===== config.mk =====
export PLATFORM = sky130hd
export DESIGN_NAME = zmachine_alu_16bit
export DESIGN_NICKNAME = d
export VERILOG_FILES = /design/src/rtl/core/zalu_pkg.sv /design/src/rtl/core/zalu_front.sv /design/src/rtl/core/zalu_cell.sv /design/src/rtl/core/zmachine_alu_16bit.sv
export SDC_FILE = /design/constraint.sdc
export NUM_CORES = 2
export LEC_CHECK = 0
export BUFFER_PORTS_ARGS = -buffer_cell sky130_fd_sc_hd__buf_2
export CORE_MARGIN = 5
export CORE_UTILIZATION = 58
export CTS_CLUSTER_SIZE = 24
export DETAILED_ROUTE_END_ITERATION = 12
export PLACE_DENSITY_LB_ADDON = 0.1
export SETUP_SLACK_MARGIN = 0.5
export SYNTH_ARGS = -nofsm -noshare
export SYNTH_HDL_FRONTEND = slang
export SYNTH_HIERARCHICAL = 1
export SYNTH_SLANG_ARGS = --single-unit

===== constraint.sdc =====
create_clock -name clk -period 44.5 [get_ports clk]
set_input_delay 8.9 -clock clk [delete_from_list [all_inputs] [get_ports clk]]
set_output_delay 8.9 -clock clk [all_outputs]
set_load 0.03 [all_outputs]

===== src/rtl/core/zalu_pkg.sv =====
// Package for the Z-machine ALU: opcodes, widths and the divider cell payload.
// No dependencies.
package zalu_pkg;
  localparam int WordW = 16;
  localparam int OpW = 4;
  localparam logic [OpW-1:0] OP_INC = 4'd0;
  localparam logic [OpW-1:0] OP_DEC = 4'd1;
  localparam logic [OpW-1:0] OP_NOT = 4'd2;
  localparam logic [OpW-1:0] OP_DEC_CHK = 4'd3;
  localparam logic [OpW-1:0] OP_INC_CHK = 4'd4;
  localparam logic [OpW-1:0] OP_TEST = 4'd5;
  localparam logic [OpW-1:0] OP_OR = 4'd6;
  localparam logic [OpW-1:0] OP_AND = 4'd7;
  localparam logic [OpW-1:0] OP_ADD = 4'd8;
  localparam logic [OpW-1:0] OP_SUB = 4'd9;
  localparam logic [OpW-1:0] OP_MUL = 4'd10;
  localparam logic [OpW-1:0] OP_DIV = 4'd11;
  localparam logic [OpW-1:0] OP_MOD = 4'd12;
  localparam logic [OpW-1:0] OP_LSHIFT = 4'd13;
  localparam logic [OpW-1:0] OP_ASHIFT = 4'd14;

  typedef struct packed {
    logic             valid;
    logic [OpW-1:0]   op;
    logic [WordW-1:0] res;
    logic             store;
    logic             br;
    logic             derr;
    logic             qneg;
    logic             rneg;
    logic [WordW-1:0] rem;
    logic [WordW-1:0] quo;
    logic [WordW-1:0] dvs;
  } zalu_cell_t;
endpackage


===== src/rtl/core/zalu_front.sv =====
// Front stage: combinationally computes every operation other than division and prepares the divider.
// Depends on zalu_pkg.
module zalu_front import zalu_pkg::*; (
  input  logic             valid,
  input  logic [OpW-1:0]   opcode,
  input  logic [WordW-1:0] a,
  input  logic [WordW-1:0] b,
  output zalu_cell_t       slot_out
);
  logic signed [WordW-1:0] sa, sb, inc_v, dec_v;
  logic [WordW-1:0] shl, shr_l, shr_a, sh_res, mag_a, mag_b;
  logic [WordW-1:0] nb;
  logic [3:0] amt;
  logic out_rng, neg_cnt;
  logic [2*WordW-1:0] prod;

  always_comb begin
    sa = a;
    sb = b;
    inc_v = a + 16'd1;
    dec_v = a - 16'd1;
    neg_cnt = b[WordW-1];
    nb = 16'd0 - b;
    out_rng = neg_cnt ? (sb < -16'sd15) : (sb > 16'sd15);
    amt = neg_cnt ? nb[3:0] : b[3:0];
    shl = a << amt;
    shr_l = a >> amt;
    shr_a = WordW'(sa >>> amt);
    prod = a * b;
    mag_a = a[WordW-1] ? 16'd0 - a : a;
    mag_b = b[WordW-1] ? nb : b;
    slot_out = '0;
    slot_out.valid = valid;
    slot_out.op = opcode;
    slot_out.store = 1'b1;
    sh_res = 16'd0;
    unique case (opcode)
      OP_INC: slot_out.res = inc_v;
      OP_DEC: slot_out.res = dec_v;
      OP_NOT: slot_out.res = ~a;
      OP_DEC_CHK: begin
        slot_out.res = dec_v;
        slot_out.br = dec_v < sb;
      end
      OP_INC_CHK: begin
        slot_out.res = inc_v;
        slot_out.br = inc_v > sb;
      end
      OP_TEST: begin
        slot_out.store = 1'b0;
        slot_out.br = (a & b) == b;
      end
      OP_OR:  slot_out.res = a | b;
      OP_AND: slot_out.res = a & b;
      OP_ADD: slot_out.res = a + b;
      OP_SUB: slot_out.res = a - b;
      OP_MUL: slot_out.res = prod[WordW-1:0];
      OP_DIV, OP_MOD: begin
        slot_out.derr = (b == 16'd0);
        slot_out.qneg = a[WordW-1] ^ b[WordW-1];
        slot_out.rneg = a[WordW-1];
        slot_out.quo = mag_a;
        slot_out.dvs = mag_b;
      end
      OP_LSHIFT, OP_ASHIFT: begin
        if (out_rng) begin
          sh_res = (opcode == OP_ASHIFT && a[WordW-1]) ? '1 : '0;
        end else if (!neg_cnt) begin
          sh_res = shl;
        end else begin
          sh_res = (opcode == OP_ASHIFT) ? shr_a : shr_l;
        end
        slot_out.res = sh_res;
      end
      default: slot_out.store = 1'b0;
    endcase
  end
endmodule


===== src/rtl/core/zalu_cell.sv =====
// One restoring-division cell: retires one quotient bit per transaction per cycle while en is high.
// Depends on zalu_pkg.
module zalu_cell import zalu_pkg::*; (
  input  logic       clk,
  input  logic       rst_n,
  input  logic       en,
  input  zalu_cell_t cell_in,
  output zalu_cell_t cell_out
);
  zalu_cell_t cell_r, cell_nxt;
  logic [WordW:0] trial, diff;

  always_comb begin
    cell_nxt = cell_in;
    trial = {cell_in.rem, cell_in.quo[WordW-1]};
    diff = trial - {1'b0, cell_in.dvs};
    if (!diff[WordW]) begin
      cell_nxt.rem = diff[WordW-1:0];
      cell_nxt.quo = {cell_in.quo[WordW-2:0], 1'b1};
    end else begin
      cell_nxt.rem = trial[WordW-1:0];
      cell_nxt.quo = {cell_in.quo[WordW-2:0], 1'b0};
    end
  end

  always_ff @(posedge clk) begin
    if (!rst_n) begin
      cell_r.valid <= 1'b0;
    end else if (en) begin
      cell_r.valid <= cell_nxt.valid;
    end
    if (en) begin
      cell_r.op <= cell_nxt.op;
      cell_r.res <= cell_nxt.res;
      cell_r.store <= cell_nxt.store;
      cell_r.br <= cell_nxt.br;
      cell_r.derr <= cell_nxt.derr;
      cell_r.qneg <= cell_nxt.qneg;
      cell_r.rneg <= cell_nxt.rneg;
      cell_r.rem <= cell_nxt.rem;
      cell_r.quo <= cell_nxt.quo;
      cell_r.dvs <= cell_nxt.dvs;
    end
  end

  assign cell_out = cell_r;
endmodule


===== src/rtl/core/zmachine_alu_16bit.sv =====
// Top level of the Z-machine ALU: front stage, chain of division cells, output register.
// Depends on zalu_pkg, zalu_front and zalu_cell.
//  channel | ports                                   | direction
//  in      | in_valid in_ready in_opcode in_operand_a/b | into block
//  out     | out_valid out_ready out_result_word ...   | out of block
// Every transaction passes 16 division cells, one per quotient bit, and then the
// output register; each division cell and the output register is a register stage.
// One transaction is taken per cycle while in_ready is high; the chain advances as a whole.
// A stall on out_ready holds the chain once the output register is full.
// Reset empties the chain and the output register.
module zmachine_alu_16bit import zalu_pkg::*; (
  input  logic             clk,
  input  logic             rst_n,
  input  logic             in_valid,
  output logic             in_ready,
  input  logic [OpW-1:0]   in_opcode,
  input  logic [WordW-1:0] in_operand_a,
  input  logic [WordW-1:0] in_operand_b,
  output logic             out_valid,
  input  logic             out_ready,
  output logic [WordW-1:0] out_result_word,
  output logic             out_stores_result,
  output logic             out_branch_taken,
  output logic             out_divide_error
);
  zalu_cell_t chain [WordW+1];
  logic adv;
  logic out_valid_r;
  logic [WordW-1:0] res_r, res_nxt;
  logic store_r, br_r, derr_r;
  zalu_cell_t tail;

  assign adv = !out_valid_r || out_ready;
  assign in_ready = adv;

  zalu_front u_front (
    .valid(in_valid), .opcode(in_opcode), .a(in_operand_a), .b(in_operand_b),
    .slot_out(chain[0])
  );

  for (genvar i = 0; i < WordW; i++) begin : g_cell
    zalu_cell u_cell (
      .clk(clk), .rst_n(rst_n), .en(adv), .cell_in(chain[i]), .cell_out(chain[i+1])
    );
  end

  assign tail = chain[WordW];

  always_comb begin
    res_nxt = tail.res;
    if ((tail.op == OP_DIV || tail.op == OP_MOD) && !tail.derr) begin
      if (tail.op == OP_DIV) begin
        res_nxt = tail.qneg ? 16'd0 - tail.quo : tail.quo;
      end else begin
        res_nxt = tail.rneg ? 16'd0 - tail.rem : tail.rem;
      end
    end
  end

  always_ff @(posedge clk) begin
    if (!rst_n) begin
      out_valid_r <= 1'b0;
    end else if (adv) begin
      out_valid_r <= tail.valid;
    end
    if (adv) begin
      res_r <= res_nxt;
      store_r <= tail.store;
      br_r <= tail.br;
      derr_r <= tail.derr;
    end
  end

  assign out_valid = out_valid_r;
  assign out_result_word = res_r;
  assign out_stores_result = store_r;
  assign out_branch_taken = br_r;
  assign out_divide_error = derr_r;

  a_stall_hold: assert property (@(posedge clk) disable iff (!rst_n)
    out_valid && !out_ready |=> out_valid && $stable(out_result_word))
    else $error("output changed during stall");
  a_ready: assert property (@(posedge clk) disable iff (!rst_n)
    !out_valid |-> in_ready)
    else $error("ready low with empty output");
  a_derr: assert property (@(posedge clk) disable iff (!rst_n)
    out_valid && out_divide_error |-> out_result_word == 16'd0 && out_stores_result)
    else $error("divide error with nonzero result");
endmodule

=== Word-level counts from Yosys, hierarchy flattened ===
Cells that the tools add are included.

* Output and inout bits: 21
* Flip-flop bits (word level): 1188
* Logic and storage cells: 279
* Input port bits: 40

* Multiplexer cells: 32
* Add/subtract/negate cells: 24
* Bitwise logic cells: 4
* Multiply operators: 1
* Magnitude comparators: 4
* Shift operators: 3
* Equality and inequality tests: 17
* Reduce and logical (&&, ||, !) cells: 13

{| class="wikitable"
|+ Operator list
! cell !! count
|-
| $mux W32 || 16
|-
| $sub A17 B16 Y17 || 15
|-
| $mux W16 || 10
|-
| $pmux W16 S9 || 1
|-
| $sub A1 B16 Y16 const A || 4
|-
| $eq A4 B4 Y1 const B || 9
|-
| $mux W17 || 1
|-
| $sub A1 B16 Y17 || 1
|-
| $add A16 B1 Y16 const B || 1
|-
| $add A16 B16 Y16 || 1
|-
| $and A16 B16 Y16 || 1
|-
| $eq A16 B16 Y1 || 1
|-
| $eq A4 B3 Y1 const B || 4
|-
| $gt A16 B16 Y1 || 1
|-
| $gt A16 B5 Y1 const B || 1
|-
| $logic_not A16 Y1 || 1
|-
| $lt A16 B16 Y1 || 1
|-
| $lt A16 B5 Y1 const B || 1
|-
| $mul A16 B16 Y16 || 1
|-
| $not A16 Y16 || 1
|-
| $or A16 B16 Y16 || 1
|-
| $shl A16 B4 Y16 || 1
|-
| $shr A16 B4 Y16 || 1
|-
| $sshr A16 B4 Y16 || 1
|-
| 14 further kinds || 22
|}

=== Logic depth before layout (Yosys ltp) ===
* Depth in word-level cells: 7
* Gate-level depth with buffers: 25
* Depth with buffers taken out: 23

=== Modules after synthesis ===
Netlist, hierarchy kept.

{| class="wikitable"
|+ By module, submodules not included
! module !! area an instance (um^2) !! sequential area each (um^2) !! times used !! cells an instance
|-
| zalu_cell at g_cell[10].u_cell ... || 3238.1 || 2212.1 || 11 || 204
|-
| zalu_cell at g_cell[0].u_cell ... || 3240.6 || 2212.1 || 5 || 204
|-
| zalu_front || 9730.6 || 0.0 || 1 || 1371
|-
| zmachine_alu_16bit || 1629.1 || 590.6 || 1 || 171
|}

=== Worst setup path before layout ===
No wires, ideal clock.

* Path kind: input -> output
* Start: in out_ready
* End: out in_ready
* Slack: -2.267 ns
* Data arrival time: 37.867 ns
* Path buffers: 0
* Stages on the path: 1
* Data required time: 35.600 ns
* Cells stage by stage: nand2b_1

* Cells in the longest elaborated chain, start to end: 1

{| class="wikitable"
|+ Ends and longest elaborated chain
! what !! RTL line !! text
|-
| start: declaration || zmachine_alu_16bit.sv:20 || <nowiki>input logic out_ready,</nowiki>
|-
| $logic_or A1 B1 Y1 || zmachine_alu_16bit.sv:33 || <nowiki>assign adv = !out_valid_r || out_ready;</nowiki>
|-
| end: declaration || zmachine_alu_16bit.sv:15 || <nowiki>output logic in_ready,</nowiki>
|}

Every way passes these cells.

=== Worst setup path in the final report ===
Same ends and word-level chain as after synthesis.

==> flow_summary_export.csv <==
group,metric,value,unit
clock_network,insertion_delay,0.74,ns
flow_run,cap_viol_max_count,0,
layout,drive_gt1_frac,0.123,
worst_setup_path,crit_type,"in -> out",
clock_network,cts_max_level,3,
clock_network,cts_resized,0,
floorplanning,rows,120,
place,routabilityCongestion,0.954,
clock_network,cts_buffer_depth,3,
clock_network,clkSinkCount,1188,
timing,setup_viol,0,
floorplanning,die_h,339,um
layout,area_delta_synth_final,8.92,%
power,power_per_cell_area,67.7,nW/um^2
worst_hold_path,hold_class,"reg -> reg",
timing,slew_viol_final,0,
clock_network,ctsHoldBuffers,0,
route,wl_met3,6.52,mm
power,finalPower,4630,uW
timing,finalWorstSetupSlack,25.80,ns
route,drtIter0Drc,2355,
route,wirelength,123,mm
place,place_ws,25.76,ns
global_routing,grt_pass1_vias,36900,
route,first_pass_iters,6,
clock_network,cts_tree,"built",
worst_setup_path,path_max_fanout,35,
global_routing,grt_pass1_wl,196,mm
global_routing,grt_max_degree,213,
route,wl_met2,64.3,mm
layout,nets,5399,
route,num_vias,36800,
layout,n_fill_cell,8118,
floorplanning,core,107000,sq um
synth,postSynthAreaPerCell,13.1,sq um
route,ant_nets,0,
floorplanning,die-area,115000,sq um
timing,fmax,0.0535,GHz
timing,clock_skew,0.0733,ns
timing,tightest_slew,1.12,ns
clock_network,postCtsSetupBuffers,0,
floorplanning,die_w,339,um
synth,netlist_area,62700,sq um
timing,rsz0062_at_grt,"false",
timing,finalCriticalPeriod,18.70,ns
worst_setup_path,required,35.60,ns
route,avgRoutedWirePerCell,19.3,um
worst_setup_path,cp-end-kind,"primary output",
power,p_leak,0.0273,uW
route,top_layer_used,"met4",
timing,fin_crit_sh,0.420,
power,peakVddDrop,0.0000678,V
global_routing,grt_usage,0.213,
route,wl_met1,47.2,mm
timing,hold_viol,0,
floorplanning,num_io_pins,61,
run_status,status,"finished clean",
place,dp_hpwl,88.1,mm
clock_network,cts-root-buf,"clkbuf_16",
place,io_buffers,60,
global_routing,overflow,0,
route,route.detailed.drc,0,
route,via_per_inst,5.75,
timing,whs,0.359,ns
timing,tns,0,ns
floorplanning,start_util,0.585,
clock_network,numCtsBuffers,119,
timing,relSlewSlack,0.255,
worst_setup_path,arrival,9.80,ns
worst_setup_path,cp-start-kind,"input pin",
synth,syn_inst,4790,
clock_network,path_clk_slew,0.06,ns
synth,yosys_warnings,6,
global_routing,antenna_found_initial,1,
==> worst paths after layout <==
| kind | endpoint | depth (start not counted) | slack (ns) | from |
|---|---|---|---|---|
| hold reg to reg | g_cell[4].u_cell/cell_out[59]$_DFFE_PP_ | 0 | 0.36 | g_cell[3].u_cell/cell_out[59]$_DFFE_PP_ |
| setup reg to reg | g_cell[15].u_cell/cell_out[26]$_DFFE_PP_ | 6 | 39.54 | out_valid$_SDFFE_PN0P_ |
| hold / removal | g_cell[4].u_cell/cell_out[59]$_DFFE_PP_ | 0 | 0.36 | g_cell[3].u_cell/cell_out[59]$_DFFE_PP_ |
| setup / recovery | in_ready | 3 | 25.80 | out_ready |
==> critical path, stage by stage <==
cell	delay, ns
buf_2	0.08
nand2b_4	0.42
buf_2	0.31
==> metrics by stage <==
step	cell area, sq um	util	cells
after detailed placement	64500	0.602	6181
after global routing	68300	0.637	6399
after global placement	64500	0.602	6181
final	68300	0.637	6399
after CTS	68300	0.637	6398
after floorplan	62800	-	4805
==> registers in the layout, indices dropped and copies added, names as in the netlist <==
name and cells:
out_divide_error 1, out_result_word 16, g_cell.u_cell/cell_out 1168, out_branch_taken 1
out_valid 1, out_stores_result 1
==> where the power goes <==
group          total, uW  leakage (uW)  internal, uW  switching, uW
registers           1720        0.0135          1600            115
clock network        943       0.00182           539            404
logic               1960        0.0120           967            997
==> layer usage <==
| layer | up-vias | track usage |
|---|---|---|
| li1 | 17700 | - |
| met1 | 17700 | 0.249 |
| met2 | 1015 | 0.391 |
| met3 | 294 | 0.0313 |
| met4 | 0 | 0.0914 |
| met5 | - | 0 |
==> cell type report <==
class,instances,area [sq um],share of cell area
Sequential cell,1188,35500,0.520
Multi-Input combinational cell,3014,24800,0.363
Clock buffer,157,3170,0.0464
Tap cell,1403,1760,0.0257
Inverter,458,1720,0.0252
Timing Repair Buffer,118,748,0.0110
Clock inverter,60,607,0.00889
Antenna cell,1,2.50,0.0000366
==> cells in the final DEF (no fill, tap or decap), types with 57 or more instances in the layout <==
master     count
buf_4         57
mux2_4       112
fa_1          97
o21ai_0      203
nand3_1      112
xnor2_1      224
clkbuf_16    120
nor2b_1       58
mux2_2       116
xor2_1       117
nand2b_1      68
a21o_1        57
a211oi_1      65
edfxtp_1    1171
nor2_1       281
buf_2         60
inv_1        448
nand2_1      272
ha_1         363
mux2i_1       70
a21oi_1      196
Note: power is estimated with default switching activity, not from simulation.
